## src/hw/rtl/tdpf_pkg.sv

```systemverilog
package tdpf_pkg;

    localparam int unsigned FRAME_LEN  = 13;
    localparam int unsigned DIGIT_POS  = 6;
    localparam int unsigned LAST_POS   = FRAME_LEN - 1;
    localparam int unsigned MAX_TENTHS = 999;
    localparam logic [7:0]  ERR_DIGIT  = 8'd238;

    // Six display digits: CPU tens, units, tenths, then the same for the GPU.
    typedef struct packed {
        logic [5:0][7:0] digits;
    } t_frame;

    typedef struct packed {
        logic [3:0] quo;
        logic [9:0] rem;
    } t_split;

    function automatic logic [7:0] frame_header(input logic [3:0] pos);
        logic [7:0] b;
        b = 8'h00;
        unique case (pos)
            4'd0:    b = 8'h00;
            4'd1:    b = 8'h55;
            4'd2:    b = 8'hAA;
            4'd3:    b = 8'h01;
            4'd4:    b = 8'h01;
            4'd5:    b = 8'h06;
            default: b = 8'h00;
        endcase
        return b;
    endfunction

    // Hundreds digit of a value below 1000, found by comparison against constants.
    function automatic t_split split_hundreds(input logic [9:0] v);
        t_split s;
        s.quo = 4'd0;
        s.rem = v;
        for (int k = 1; k < 10; k++) begin
            if (v >= 10'(k * 100)) begin
                s.quo = 4'(k);
                s.rem = v - 10'(k * 100);
            end
        end
        return s;
    endfunction

    // Tens digit of a value below 100.
    function automatic t_split split_tens(input logic [6:0] v);
        t_split s;
        s.quo = 4'd0;
        s.rem = {3'd0, v};
        for (int k = 1; k < 10; k++) begin
            if (v >= 7'(k * 10)) begin
                s.quo = 4'(k);
                s.rem = {3'd0, v - 7'(k * 10)};
            end
        end
        return s;
    endfunction

endpackage

```

## src/hw/rtl/temperature_display_packet_framer.sv

```systemverilog
// Temperature display frame builder.
// Input channel: push a CPU/GPU temperature pair (signed tenths of a degree) while
// full is low. Result channel: while empty is low, o_frame_byte/o_last_byte show
// the oldest waiting beat of a 13-byte frame; pop takes it.
// Frame: header 00 55 AA 01 01 06, three digits per temperature, then a checksum
// (sum of the first 12 bytes modulo 256) marked by o_last_byte. A negative value
// gives three 238 digits; values of 999 tenths and up show as 9 9 9.
// An accepted pair is registered in the front, written to the queue and, when the
// output side is idle, loaded into the sequencer, whose first beat then shows.
// All beats leave the single byte-wide output sequencer. The front converts a
// pair in two stages and a two-entry queue holds finished digit sets, so up to
// three pairs are taken while a frame is still being popped.
// A stalled receiver holds the current beat steady; the queue then fills and
// full rises. Reset (synchronous) empties the pipeline, the queue and the output.
module temperature_display_packet_framer
    import tdpf_pkg::*;
(
    input  logic               i_clk,
    input  logic               i_rst_n,
    input  logic               push,
    output logic               full,
    input  logic signed [11:0] i_cpu_tenths,
    input  logic signed [11:0] i_gpu_tenths,
    output logic               empty,
    input  logic               pop,
    output logic [7:0]         o_frame_byte,
    output logic               o_last_byte
);

    logic   q_push;
    logic   q_full;
    logic   q_pop;
    logic   q_valid;
    t_frame q_wdata;
    t_frame q_rdata;

    tdpf_front u_front (
        .i_clk        (i_clk),
        .i_rst_n      (i_rst_n),
        .i_push       (push),
        .o_full       (full),
        .i_cpu_tenths (i_cpu_tenths),
        .i_gpu_tenths (i_gpu_tenths),
        .i_q_full     (q_full),
        .o_q_push     (q_push),
        .o_q_data     (q_wdata)
    );

    tdpf_queue u_queue (
        .i_clk   (i_clk),
        .i_rst_n (i_rst_n),
        .i_push  (q_push),
        .i_data  (q_wdata),
        .o_full  (q_full),
        .i_pop   (q_pop),
        .o_valid (q_valid),
        .o_data  (q_rdata)
    );

    tdpf_back u_back (
        .i_clk        (i_clk),
        .i_rst_n      (i_rst_n),
        .i_q_valid    (q_valid),
        .i_q_data     (q_rdata),
        .o_q_pop      (q_pop),
        .i_pop        (pop),
        .o_empty      (empty),
        .o_frame_byte (o_frame_byte),
        .o_last_byte  (o_last_byte)
    );

endmodule

```

## src/hw/rtl/tdpf_front.sv

```systemverilog
module tdpf_front
    import tdpf_pkg::*;
(
    input  logic               i_clk,
    input  logic               i_rst_n,
    input  logic               i_push,
    output logic               o_full,
    input  logic signed [11:0] i_cpu_tenths,
    input  logic signed [11:0] i_gpu_tenths,
    input  logic               i_q_full,
    output logic               o_q_push,
    output t_frame             o_q_data
);

    logic       r_valid;
    logic       r_err  [2];
    logic [3:0] r_hund [2];
    logic [6:0] r_rem  [2];

    logic       n_err  [2];
    logic [3:0] n_hund [2];
    logic [6:0] n_rem  [2];
    logic       accept;

    assign o_q_push = r_valid && !i_q_full;
    assign o_full   = r_valid && i_q_full;
    assign accept   = i_push && !o_full;

    // First half of the conversion: error flag, clamp and hundreds digit.
    always_comb begin
        logic [11:0] t;
        logic [9:0]  v;
        t_split      s;
        for (int i = 0; i < 2; i++) begin
            t = (i == 0) ? i_cpu_tenths : i_gpu_tenths;
            v = (t[10:0] > 11'(MAX_TENTHS)) ? 10'(MAX_TENTHS) : t[9:0];
            s = split_hundreds(v);
            n_err[i]  = t[11];
            n_hund[i] = s.quo;
            n_rem[i]  = s.rem[6:0];
        end
    end

    // Second half: tens and tenths digits, straight into the queue.
    always_comb begin
        t_split s;
        o_q_data = '0;
        for (int i = 0; i < 2; i++) begin
            s = split_tens(r_rem[i]);
            if (r_err[i]) begin
                o_q_data.digits[3 * i]     = ERR_DIGIT;
                o_q_data.digits[3 * i + 1] = ERR_DIGIT;
                o_q_data.digits[3 * i + 2] = ERR_DIGIT;
            end else begin
                o_q_data.digits[3 * i]     = {4'd0, r_hund[i]};
                o_q_data.digits[3 * i + 1] = {4'd0, s.quo};
                o_q_data.digits[3 * i + 2] = {4'd0, s.rem[3:0]};
            end
        end
    end

    always_ff @(posedge i_clk) begin
        if (!i_rst_n) begin
            r_valid <= 1'b0;
        end else if (accept) begin
            r_valid <= 1'b1;
        end else if (o_q_push) begin
            r_valid <= 1'b0;
        end
    end

    always_ff @(posedge i_clk) begin
        if (accept) begin
            r_err  <= n_err;
            r_hund <= n_hund;
            r_rem  <= n_rem;
        end
    end

endmodule

```

## src/hw/rtl/tdpf_queue.sv

```systemverilog
module tdpf_queue
    import tdpf_pkg::*;
(
    input  logic   i_clk,
    input  logic   i_rst_n,
    input  logic   i_push,
    input  t_frame i_data,
    output logic   o_full,
    input  logic   i_pop,
    output logic   o_valid,
    output t_frame o_data
);

    t_frame     r_mem [2];
    logic       r_wr;
    logic       r_rd;
    logic [1:0] r_count;

    logic       do_push;
    logic       do_pop;

    assign o_full  = (r_count == 2'd2);
    assign o_valid = (r_count != 2'd0);
    assign o_data  = r_mem[r_rd];
    assign do_push = i_push && !o_full;
    assign do_pop  = i_pop && o_valid;

    always_ff @(posedge i_clk) begin
        if (!i_rst_n) begin
            r_wr    <= 1'b0;
            r_rd    <= 1'b0;
            r_count <= 2'd0;
        end else begin
            if (do_push) begin
                r_wr <= !r_wr;
            end
            if (do_pop) begin
                r_rd <= !r_rd;
            end
            unique case ({do_push, do_pop})
                2'b10:   r_count <= r_count + 2'd1;
                2'b01:   r_count <= r_count - 2'd1;
                default: r_count <= r_count;
            endcase
        end
    end

    always_ff @(posedge i_clk) begin
        if (do_push) begin
            r_mem[r_wr] <= i_data;
        end
    end

endmodule

```

## src/hw/rtl/tdpf_back.sv

```systemverilog
module tdpf_back
    import tdpf_pkg::*;
(
    input  logic       i_clk,
    input  logic       i_rst_n,
    input  logic       i_q_valid,
    input  t_frame     i_q_data,
    output logic       o_q_pop,
    input  logic       i_pop,
    output logic       o_empty,
    output logic [7:0] o_frame_byte,
    output logic       o_last_byte
);

    logic       r_active;
    logic [3:0] r_pos;
    logic [7:0] r_sum;
    t_frame     r_frame;

    logic       at_last;
    logic [2:0] digit_idx;

    assign at_last     = (r_pos == 4'(LAST_POS));
    assign digit_idx   = 3'(r_pos - 4'(DIGIT_POS));
    assign o_empty     = !r_active;
    assign o_last_byte = at_last;
    // A new frame is loaded when idle or as the checksum beat leaves.
    assign o_q_pop     = i_q_valid && (!r_active || (i_pop && at_last));

    always_comb begin
        priority if (r_pos < 4'(DIGIT_POS)) begin
            o_frame_byte = frame_header(r_pos);
        end else if (at_last) begin
            o_frame_byte = r_sum;
        end else begin
            o_frame_byte = r_frame.digits[digit_idx];
        end
    end

    always_ff @(posedge i_clk) begin
        if (!i_rst_n) begin
            r_active <= 1'b0;
            r_pos    <= 4'd0;
            r_sum    <= 8'd0;
        end else if (o_q_pop) begin
            r_active <= 1'b1;
            r_pos    <= 4'd0;
            r_sum    <= 8'd0;
        end else if (r_active && i_pop) begin
            if (at_last) begin
                r_active <= 1'b0;
                r_pos    <= 4'd0;
                r_sum    <= 8'd0;
            end else begin
                r_pos <= r_pos + 4'd1;
                r_sum <= r_sum + o_frame_byte;
            end
        end
    end

    always_ff @(posedge i_clk) begin
        if (o_q_pop) begin
            r_frame <= i_q_data;
        end
    end

endmodule

```

## config.mk

```make
export PLATFORM = sky130hd
export DESIGN_NAME = temperature_display_packet_framer
export DESIGN_NICKNAME = d
export VERILOG_FILES = /design/src/hw/rtl/tdpf_pkg.sv /design/src/hw/rtl/temperature_display_packet_framer.sv /design/src/hw/rtl/tdpf_front.sv /design/src/hw/rtl/tdpf_queue.sv /design/src/hw/rtl/tdpf_back.sv
export SDC_FILE = /design/constraint.sdc
export NUM_CORES = 1
export LEC_CHECK = 0
export BUFFER_PORTS_ARGS = -buffer_cell sky130_fd_sc_hd__clkbuf_2
export CAP_MARGIN = 20
export CORE_MARGIN = 2
export CORE_UTILIZATION = 40
export DETAILED_ROUTE_END_ITERATION = 7
export PLACE_DENSITY_LB_ADDON = 0.25
export SLEW_MARGIN = 20
export SYNTH_ARGS = -nofsm -noshare
export SYNTH_HDL_FRONTEND = slang
export SYNTH_SLANG_ARGS = --single-unit
export TNS_END_PERCENT = 5
```

## constraint.sdc

```tcl
create_clock -name i_clk -period 4.9 [get_ports i_clk]
set_clock_uncertainty 0.2 [all_clocks]
set_input_delay 0.98 -clock i_clk [delete_from_list [all_inputs] [get_ports i_clk]]
set_output_delay 0.98 -clock i_clk [all_outputs]
set_load 0.01 [all_outputs]
```

==> metrics.txt, run 1 <==
status finished, final reports clean; largest net degree at the start of global routing 28; # resized after CTS 0; Clk Latency, worst-skew pair 410 ps; DR WL/cell between 15 and 20 um; Setup TNS 0 ps; Reg-to-Reg Start u_back.r_pos[1]; first-pass GRT wire length ~34000 um; I/O Buffers 38; WP data required between 4000 and 5000 ps; Final Hold Fails 0; P&R area growth vs syn 12.8%; initial antenna violation count 0; filler cell count 1994; fin crit period around 4100 ps; Combinational Power Share roughly 26%; Worst IR Drop VDD roughly 0.27 mV; sequential share of power a little over two fifths; hold buffers post-CTS 0; Yosys top cell area share between 30% and 40%; RSZ-0062 raised after global routing no; synth unique cells slightly above 80; switching share of power roughly 30%; critical-path maximum fanout 10; Worst Reg-to-Reg Cells 15; CP Capture Type flip-flop; Final GP Congestion 0.950; Fmax around 240 MHz; CTS tree done; Worst slew margin approximately 30%; Initial Utilization around 40%; most common cell after layout, fill and taps aside edfxtp_1; final setup violating endpoints 0; worst hold path class flip-flop to flip-flop; Post-synth EDFFs between 100 and 150; Initial DRC Count between 500 and 600; Cells after Synth about 900; most frequent cells in the layout 102 x edfxtp_1, 76 x nor2_1, 63 x a21oi_1; vias in the first global route around 6600; internal power approximately 0.0025 W; io pins 39; die area between 0.02 and 0.025 mm^2; overall routing resource usage 18.6%; CP Class primary input to flip-flop; Sw Pwr 0.00105 W; via count 7054; Worst Min Path Start u_back.r_sum[0]; Synth area leader edfxtp_1; hold path cells 2; Post-DRT Antenna Nets 0; Routed Wire Length approximately 20000 um; first-pass detailed-route iteration total 5; Yosys warning count 0; CP startpoint kind primary input; sequential area share after synthesis approximately two fifths; Die Height between 100 and 150 um; grt total ovfl 0; number of CTS-inserted buffers 17; final slew viol count 0; synthesized cell area 0.00844 mm^2; Synthesized Nets between 900 and 1000; Mean Syn Cell Area about 9.3 um^2; ant diodes 0; Die W about 150 um; Finished Cell Area 0.00952 mm^2; synth top area cells edfxtp_1 36%, ha_1 6.1%, dfxtp_1 4.3%; DR vias/cell ~5.8; DRC Markers 0; Post-CTS Setup Bufs 0; reg2reg end u_back.r_sum[6]; num rows 53; Num Clock Sinks 120; Post-synth ARST share 0%; Root Buffer clkbuf_16; nets 1003; hold endpoint u_back.r_sum[0]; layout cell share with drive strength beyond 1 between 15 and 20%; Pwr Density between 300 and 400 mW/mm^2; Top FF cell, synth edfxtp_1; R2R setup slack between 1000 and 1500 ps; CTS clk-pin slew, worst paths ~50 ps; WP data arrival about 4000 ps; max cap viols 0; core area between 0.02 and 0.025 mm^2; Area after DPL between 0.008 and 0.009 mm^2; Lkg Pwr roughly 3.5 nW; clock network fraction of total power about 33%; Max clock buf depth 2; detailed placement HPWL between 10000 and 15000 um; Seq cells post-synth 120; Worst-Margin Slew 1050 ps; H-tree levels 4; Tcrit/Tclk final 83.4%
## metrics by stage
stage               instances  power [W]  hold slack [ps]  util (%)  setup WS [ps]
finish                   1221    0.00351              278      45.6            812
global route             1221    0.00372              291      45.6            558
CTS                      1221    0.00354              274      45.6            844
detailed placement       1189    0.00239              263      42.9            409
global placement         1189    0.00239              258      42.9            492
floorplan                 903    0.00213              244         -            691
## cells in the mapped netlist (all sizes together), types with 5 or more instances
library cell,n
a311oi,6
nor3b,7
o211ai,6
a211oi,8
o31ai,9
dfxtp,18
nand4,8
edfxtp,102
nor3,24
ha,41
a31oi,24
xnor2,19
mux2,28
nor2,78
or3,15
a21oi,63
nand3,23
a21o,11
clkbuf,47
o21a,7
o41ai,6
or2,18
nor4,5
and3,7
o311ai,6
o31a,6
o21ai,70
a311o,5
and2,13
nand2,60
mux2i,8
nor2b,14
buf,5
nand2b,18
inv,43
nand3b,6
## power groups by stage
stage	registers, W	logic, W	clock network, W
floorplan	0.00142	0.000705	0
global route	0.00148	0.00102	0.00121
global placement	0.00148	0.000909	0
CTS	0.00146	0.000915	0.00117
finish	0.00146	0.000909	0.00114
detailed placement	0.00148	0.000905	0
## worst max-delay path by stage
stage                         to  slack (ps)            start
6_report        u_front.r_rem[4]         810  i_gpu_tenths[7]
5_1_grt        u_front.r_rem[13]         560  i_cpu_tenths[4]
4_1_cts        u_front.r_rem[13]         840  i_cpu_tenths[4]
3_5_place_dp   u_front.r_rem[13]         410  i_cpu_tenths[4]
2_1_floorplan   u_front.r_rem[4]         690  i_gpu_tenths[7]
3_3_place_gp    u_front.r_rem[4]         490  i_gpu_tenths[7]
## worst max-delay path, stage by stage
cell and delay, ps:
clkbuf_2 200, nand3_1 230, o31a_1 430, nand2_1 260, inv_1 150, ha_1 220, nor3b_1 130, o211ai_1 270
nand2_1 270, mux2i_1 180, a2111oi_0 460, a21oi_1 90, o311a_1 160
## area by class of cell
| class | instances | area, um^2 | share of cell area (%) |
|---|---|---|---|
| well taps | 275 | 344 | 3.62 |
| clock inverters | 8 | 72.6 | 0.763 |
| flip-flops and latches | 120 | 3420 | 36.0 |
| multi-input cells | 686 | 4650 | 48.8 |
| inverters | 45 | 169 | 1.77 |
| repair buffers | 63 | 378 | 3.97 |
| clock buffers | 24 | 482 | 5.06 |
## routing by layer
metal	share of wire (%)	vias up	GRT usage (%)
met1	45	3346	25.0
met2	49	233	31.1
met4	0.94	0	4.62
li1	-	3456	-
met5	0	-	0
met3	5.1	19	3.24
## kinds of logic (layout without fill, tap and decap cells)
logic type                 count (synthesis)  after routing  share of synthesized area [%]
AOI/OAI and AO/OA                        276            276                           22.0
xor gates and xnor gates                  23             23                           2.39
adders and majority gates                 42             42                           6.32
buffers and inverters                     97            140                           4.40
DFF                                      120            120                           40.6
muxes                                     40             40                           5.75
and+or+nand+nor                          305            305                           18.6
## state kept, by name, indices dropped and copies added (netlist names)
signal	flops
u_queue.r_wr	1
u_queue.r_mem	52
u_front.r_err	2
u_back.r_frame	26
u_front.r_rem	14
u_queue.r_rd	1
u_queue.r_count	2
u_back.r_active	1
u_front.r_hund	8
u_back.r_sum	8
u_front.r_valid	1
u_back.r_pos	4
Note: power is estimated with default switching activity, not from simulation.
==> run 2, diff against run 1 <==
- clock period: 4.9 -> 3.5 ns (I/O delays scaled with it)
==> metrics.txt, run 2 (synthesis results as in run 1) <==
initial antenna violation count 0 (unchanged); Routed Wire Length 20300 um (was 20200 um); Initial DRC Count 546 (was 527); hold endpoint u_back.r_sum[0] (unchanged); Root Buffer clkbuf_16 (unchanged); switching share of power 29.1% (was 30.0%); placed insts 1244 (was 1189); filler cell count 1945 (was 1994); critical-path maximum fanout 4 (was 10); worst hold margin 272 ps (was 278 ps); die area 0.0223 mm^2 (unchanged); stages on the worst setup path 14 (was 13); Post-DRT Antenna Nets 0 (unchanged); cell family with most CP delay compound AO/OA/AOI/OAI gates (unchanged); Setup TNS 0 ps (unchanged); Slowest-stage cell, CP mux4_2 (was a2111oi_0); RSZ-0062 raised after global routing no (unchanged); pre-CTS setup slack -57.2 ps (was 409 ps); hold buffers post-CTS 0 (unchanged); reg2reg end u_back.r_sum[6] (unchanged); Fmax just over 300 MHz; fin crit period around 3300 ps; most frequent cells in the layout 102 x edfxtp_1, 78 x buf_4, 76 x nor2_1 (was 102 x edfxtp_1, 76 x nor2_1, 63 x a21oi_1); crit path buf inv count 1 (was 2); Worst-Margin Slew 626 ps (was 1050 ps); I/O Buffers 38 (unchanged); DR vias/cell 5.60 (was 5.78); P&R area growth vs syn 19.3% (was 12.8%); crit-path cells mux4_2, inv_1, o221ai_1, o21ai_0, o21ai_0, ha_1, fa_1, a21o_1, a21oi_2, o21bai_1, a21oi_1, xnor2_1, nand3_1, a21oi_1 (was clkbuf_2, nand3_1, o31a_1, nand2_1, inv_1, ha_1, nor3b_1, o211ai_1, nand2_1, mux2i_1, a2111oi_0, a21oi_1, o311a_1); Pwr Density 511 mW/mm^2 (was 369 mW/mm^2); Worst Min Path Start u_back.r_sum[0] (unchanged); CP Capture Type flip-flop (unchanged); CTS tree done (unchanged); Die Height 149 um (unchanged); overall routing resource usage 18.7% (was 18.6%); Initial Utilization 40.4% (unchanged); Worst IR Drop VDD 0.331 mV (was 0.266 mV); vias in the first global route 6786 (was 6645); Final Hold Fails 0 (unchanged); WP data required 3620 ps (was 4850 ps); first-pass detailed-route iteration total 5 (unchanged); Die W 149 um (unchanged); slowest stage delay, CP 500 ps (was 460 ps); number of CTS-inserted buffers 17 (unchanged); sequential share of power 39.4% (was 41.6%); Clk Latency, worst-skew pair 400 ps (was 410 ps); final setup violating endpoints 0 (unchanged); Tcrit/Tclk final ~94%; Lkg Pwr 3.81 nW (was 3.49 nW); top flop regs u_queue.r_mem (52), u_back.r_frame (26), u_front.r_rem (14) (unchanged); final slew viol count 0 (unchanged); via count 7150 (was 7054); status finished, final reports clean (unchanged); internal power 0.00365 W (was 0.00246 W); Biggest register u_queue.r_mem (unchanged); max reg flops 52 (unchanged); clock network fraction of total power 34.3% (was 32.5%); CP startpoint kind flip-flop (was primary input); H-tree levels 4 (unchanged); Sw Pwr 0.00150 W (was 0.00105 W); nets 1058 (was 1003); Combinational Power Share 26.3% (was 25.9%); first-pass GRT wire length 33800 um (was 33600 um); WP data arrival 3420 ps (was 4030 ps); io pins 39 (unchanged); worst hold path class flip-flop to flip-flop (unchanged); CTS clk-pin slew, worst paths 50 ps (about the same); num rows 53 (unchanged); max cap viols 0 (unchanged); Num Clock Sinks 120 (unchanged); Area after DPL 0.00944 mm^2 (was 0.00896 mm^2); DR WL/cell 15.9 um (was 16.5 um); DRC Markers 0 (unchanged); most common cell after layout, fill and taps aside edfxtp_1 (unchanged); grt total ovfl 0 (unchanged); PnR worst setup slack 207 ps (was 812 ps); CP Class flip-flop to flip-flop (was primary input to flip-flop); ant diodes 0 (unchanged); layout cell share with drive strength beyond 1 22.1% (was 16.1%); core area 0.0209 mm^2 (unchanged); hold path cells 2 (unchanged); Max clock buf depth 2 (unchanged); R2R setup slack 210 ps (was 1180 ps); Worst Reg-to-Reg Cells 14 (was 15); fin cells 1276 (was 1221); Finished Cell Area 0.0101 mm^2 (was 0.00952 mm^2); Final GP Congestion 0.929 (was 0.950); detailed placement HPWL 14700 um (was 14300 um); largest net degree at the start of global routing 28 (unchanged); Worst slew margin 57.9% (was 30.0%); Reg-to-Reg Start u_back.r_pos[0] (was u_back.r_pos[1])
## run 2: cell type report
class                   count  area [um^2]  area share (%)
inverters                  45          169            1.68
multi-input cells         686         4700            46.7
clock buffers              17          425            4.23
clock inverters            15          184            1.83
repair buffers            118          816            8.11
well taps                 275          344            3.42
flip-flops and latches    120         3420            34.0
## run 2: worst min-delay path, delay by kind of cell (launching register included)
family           cells  cell delay, ps
flip-flops           1             320
AO/OA/AOI/OAI        1              50
AND/OR/NAND/NOR      1              60
## run 2: worst max-delay path by stage
stage / start / endpoint
after floorplan: u_back.r_pos[0] / u_back.r_sum[6]
after global placement: i_gpu_tenths[8] / u_front.r_rem[4]
after detailed placement: i_gpu_tenths[8] / u_front.r_rem[4]
after CTS: u_back.r_pos[0] / u_back.r_sum[7]
after global routing: u_back.r_pos[0] / u_back.r_sum[7]
final: u_back.r_pos[0] / u_back.r_sum[6]
## run 2: power by group through the flow
| stage | Sequential, W | Combinational, W | Clock, W |
|---|---|---|---|
| 2_1_floorplan | 0.00199 | 0.000995 | 0 |
| 3_3_place_gp | 0.00205 | 0.00134 | 0 |
| 3_5_place_dp | 0.00206 | 0.00135 | 0 |
| 4_1_cts | 0.00203 | 0.00136 | 0.00180 |
| 5_1_grt | 0.00206 | 0.00151 | 0.00188 |
| 6_report | 0.00203 | 0.00135 | 0.00177 |
## run 2: per-layer routing
| layer | track usage [%] | routed length (um) | vias up | part of all wire, % |
|---|---|---|---|---|
| li1 | - | - | 3563 | - |
| met3 | 3.36 | 1190 | 17 | 5.9 |
| met5 | 0 | 0 | - | 0 |
| met4 | 4.90 | 175 | 0 | 0.86 |
| met1 | 24.8 | 9000 | 3338 | 44 |
| met2 | 31.6 | 9960 | 232 | 49 |
## run 2: per-stage QoR
step                      power [W]  util, %
after floorplan             0.00298        -
after global placement      0.00340     45.2
after detailed placement    0.00341     45.2
after CTS                   0.00519     48.1
after global routing        0.00544     48.2
final                       0.00515     48.2
## run 2: timing repair
action	in CTS	in global routing
gates resized for setup	0	3
buffers inserted	0	0
setup endpoints to repair	0	2
==> run 3, diff against run 2 <==
- REMOVE_ABC_BUFFERS: unset -> 1
==> metrics.txt, run 3 (synthesis results as in run 1) <==
DRC Markers 0 (unchanged); Initial Utilization 40.4% (unchanged); nets 1080 (was 1058); WP data arrival 3330 ps (was 3420 ps); Final Hold Fails 0 (unchanged); top flop regs u_queue.r_mem (52), u_back.r_frame (26), u_front.r_rem (14) (unchanged); Num Clock Sinks 120 (unchanged); crit path buf inv count 3 (was 1); CTS tree done (unchanged); Routed Wire Length 20600 um (was 20300 um); CTS clk-pin slew, worst paths 50 ps (about the same); initial antenna violation count 0 (unchanged); max cap viols 0 (unchanged); Initial DRC Count 461 (was 546); max reg flops 52 (unchanged); Post-DRT Antenna Nets 0 (unchanged); first-pass GRT wire length 33900 um (was 33800 um); H-tree levels 4 (unchanged); Final GP Congestion 0.921 (was 0.929); total power 0.00508 W (was 0.00515 W); Max clock buf depth 2 (unchanged); num rows 53 (unchanged); largest net degree at the start of global routing 28 (unchanged); Root Buffer clkbuf_16 (unchanged); Slowest-stage cell, CP mux4_2 (unchanged); via count 7193 (was 7150); slowest stage delay, CP 510 ps (was 500 ps); P&R area growth vs syn 20.6% (was 19.3%); first-pass detailed-route iteration total 5 (unchanged); Worst IR Drop VDD 0.326 mV (was 0.331 mV); grt total ovfl 0 (unchanged); Biggest register u_queue.r_mem (unchanged); Tcrit/Tclk final 93.4% (was 94.1%); filler cell count 1945 (unchanged); ant diodes 0 (unchanged); CP startpoint kind flip-flop (unchanged); CP Class flip-flop to flip-flop (unchanged); core area 0.0209 mm^2 (unchanged); DR WL/cell 15.8 um (was 15.9 um); Die Height 149 um (unchanged); Worst slew margin 58.3% (was 57.9%); fin crit period 3270 ps (was 3290 ps); worst hold path class flip-flop to flip-flop (unchanged); Die W 149 um (unchanged); number of CTS-inserted buffers 17 (unchanged); cell family with most CP delay compound AO/OA/AOI/OAI gates (unchanged); final setup violating endpoints 0 (unchanged); detailed placement HPWL 15200 um (was 14700 um); WP data required 3560 ps (was 3620 ps); fin cells 1298 (was 1276); I/O Buffers 38 (unchanged); layout cell share with drive strength beyond 1 23.4% (was 22.1%); RSZ-0062 raised after global routing no (unchanged); io pins 39 (unchanged); Fmax 306 MHz (was 304 MHz); Pwr Density 500 mW/mm^2 (was 511 mW/mm^2); most frequent cells in the layout 102 x buf_4, 102 x edfxtp_1, 76 x nor2_1 (was 102 x edfxtp_1, 78 x buf_4, 76 x nor2_1); status finished, final reports clean (unchanged); critical-path maximum fanout 7 (was 4); CP Capture Type flip-flop (unchanged); vias in the first global route 6781 (was 6786); Lkg Pwr 3.91 nW (was 3.81 nW); die area 0.0223 mm^2 (unchanged); worst hold margin 277 ps (was 272 ps); final slew viol count 0 (unchanged); DR vias/cell 5.54 (was 5.60); placed insts 1266 (was 1244); Clk Latency, worst-skew pair 390 ps (was 400 ps); overall routing resource usage 18.7% (about the same); crit-path cells buf_4, buf_4, mux4_2, inv_1, o221ai_1, o21ai_0, o21ai_0, ha_1, nand3_1, o211ai_1, o41ai_2, xnor2_1, o21ai_1, nand2_1, a21oi_1 (was mux4_2, inv_1, o221ai_1, o21ai_0, o21ai_0, ha_1, fa_1, a21o_1, a21oi_2, o21bai_1, a21oi_1, xnor2_1, nand3_1, a21oi_1); Worst-Margin Slew 622 ps (was 626 ps)
-- run 3: cell count changes in the layout (fill, tap and decap cells not counted), sizes merged --
cell / delta
clkinvlp: -4
buf: +22
clkinv: -2
bufinv: -3
clkbuf: +9
-- run 3: layout make-up --
cell class / count / area [um^2] / share of cell area, %
clock buffer: 26 / 542 / 5.33
clock inverter: 6 / 58.8 / 0.578
inverter: 45 / 169 / 1.66
multi-input combinational: 686 / 4680 / 46.0
sequential: 120 / 3430 / 33.7
tap: 275 / 344 / 3.38
timing repair buffer: 140 / 956 / 9.40
-- run 3: timing repair --
item                                    in CTS  in global routing
gates resized for setup                      0                  9
buffers inserted                             0                  0
endpoints found under the setup margin       0                  4
hold buffers                                 0                  0
-- run 3: final timing paths --
kind                         from         endpoint  slack [ps]  cells after the start
setup / recovery  u_back.r_pos[0]  u_back.r_sum[7]         230                     15
setup reg to reg  u_back.r_pos[0]  u_back.r_sum[7]         230                     15
hold reg to reg   u_back.r_sum[0]  u_back.r_sum[0]         280                      2
hold / removal    u_back.r_sum[0]  u_back.r_sum[0]         280                      2
-- run 3: tightest hold or removal path, stage by stage (launching register included) --
cell	delay, ps
dfxtp_1	320
nand2_1	60
a21oi_1	50
-- run 3: layer usage --
layer	GRT usage, %	part of all wire, %
met5	0	0
met1	25.6	46
met3	2.35	4.1
met4	5.57	1.5
met2	31.0	48
-- run 3: through the flow --
stage	setup WS (ps)	setup TNS (ps)	utilization, %	area [um^2]
2_1_floorplan	-177	-365	-	8240
3_3_place_gp	-167	-447	45.7	9540
3_5_place_dp	-179	-624	45.7	9540
4_1_cts	41.3	0	48.5	10100
5_1_grt	2.13	0	48.7	10200
6_report	230	0	48.7	10200
-- run 3: report_power, final --
| part | total (W) | internal [W] | switching (W) |
|---|---|---|---|
| clock | 0.00169 | 0.00113 | 0.000560 |
| combinational | 0.00135 | 0.000581 | 0.000771 |
| sequential | 0.00204 | 0.00190 | 0.000141 |
| total | 0.00508 | 0.00361 | 0.00147 |
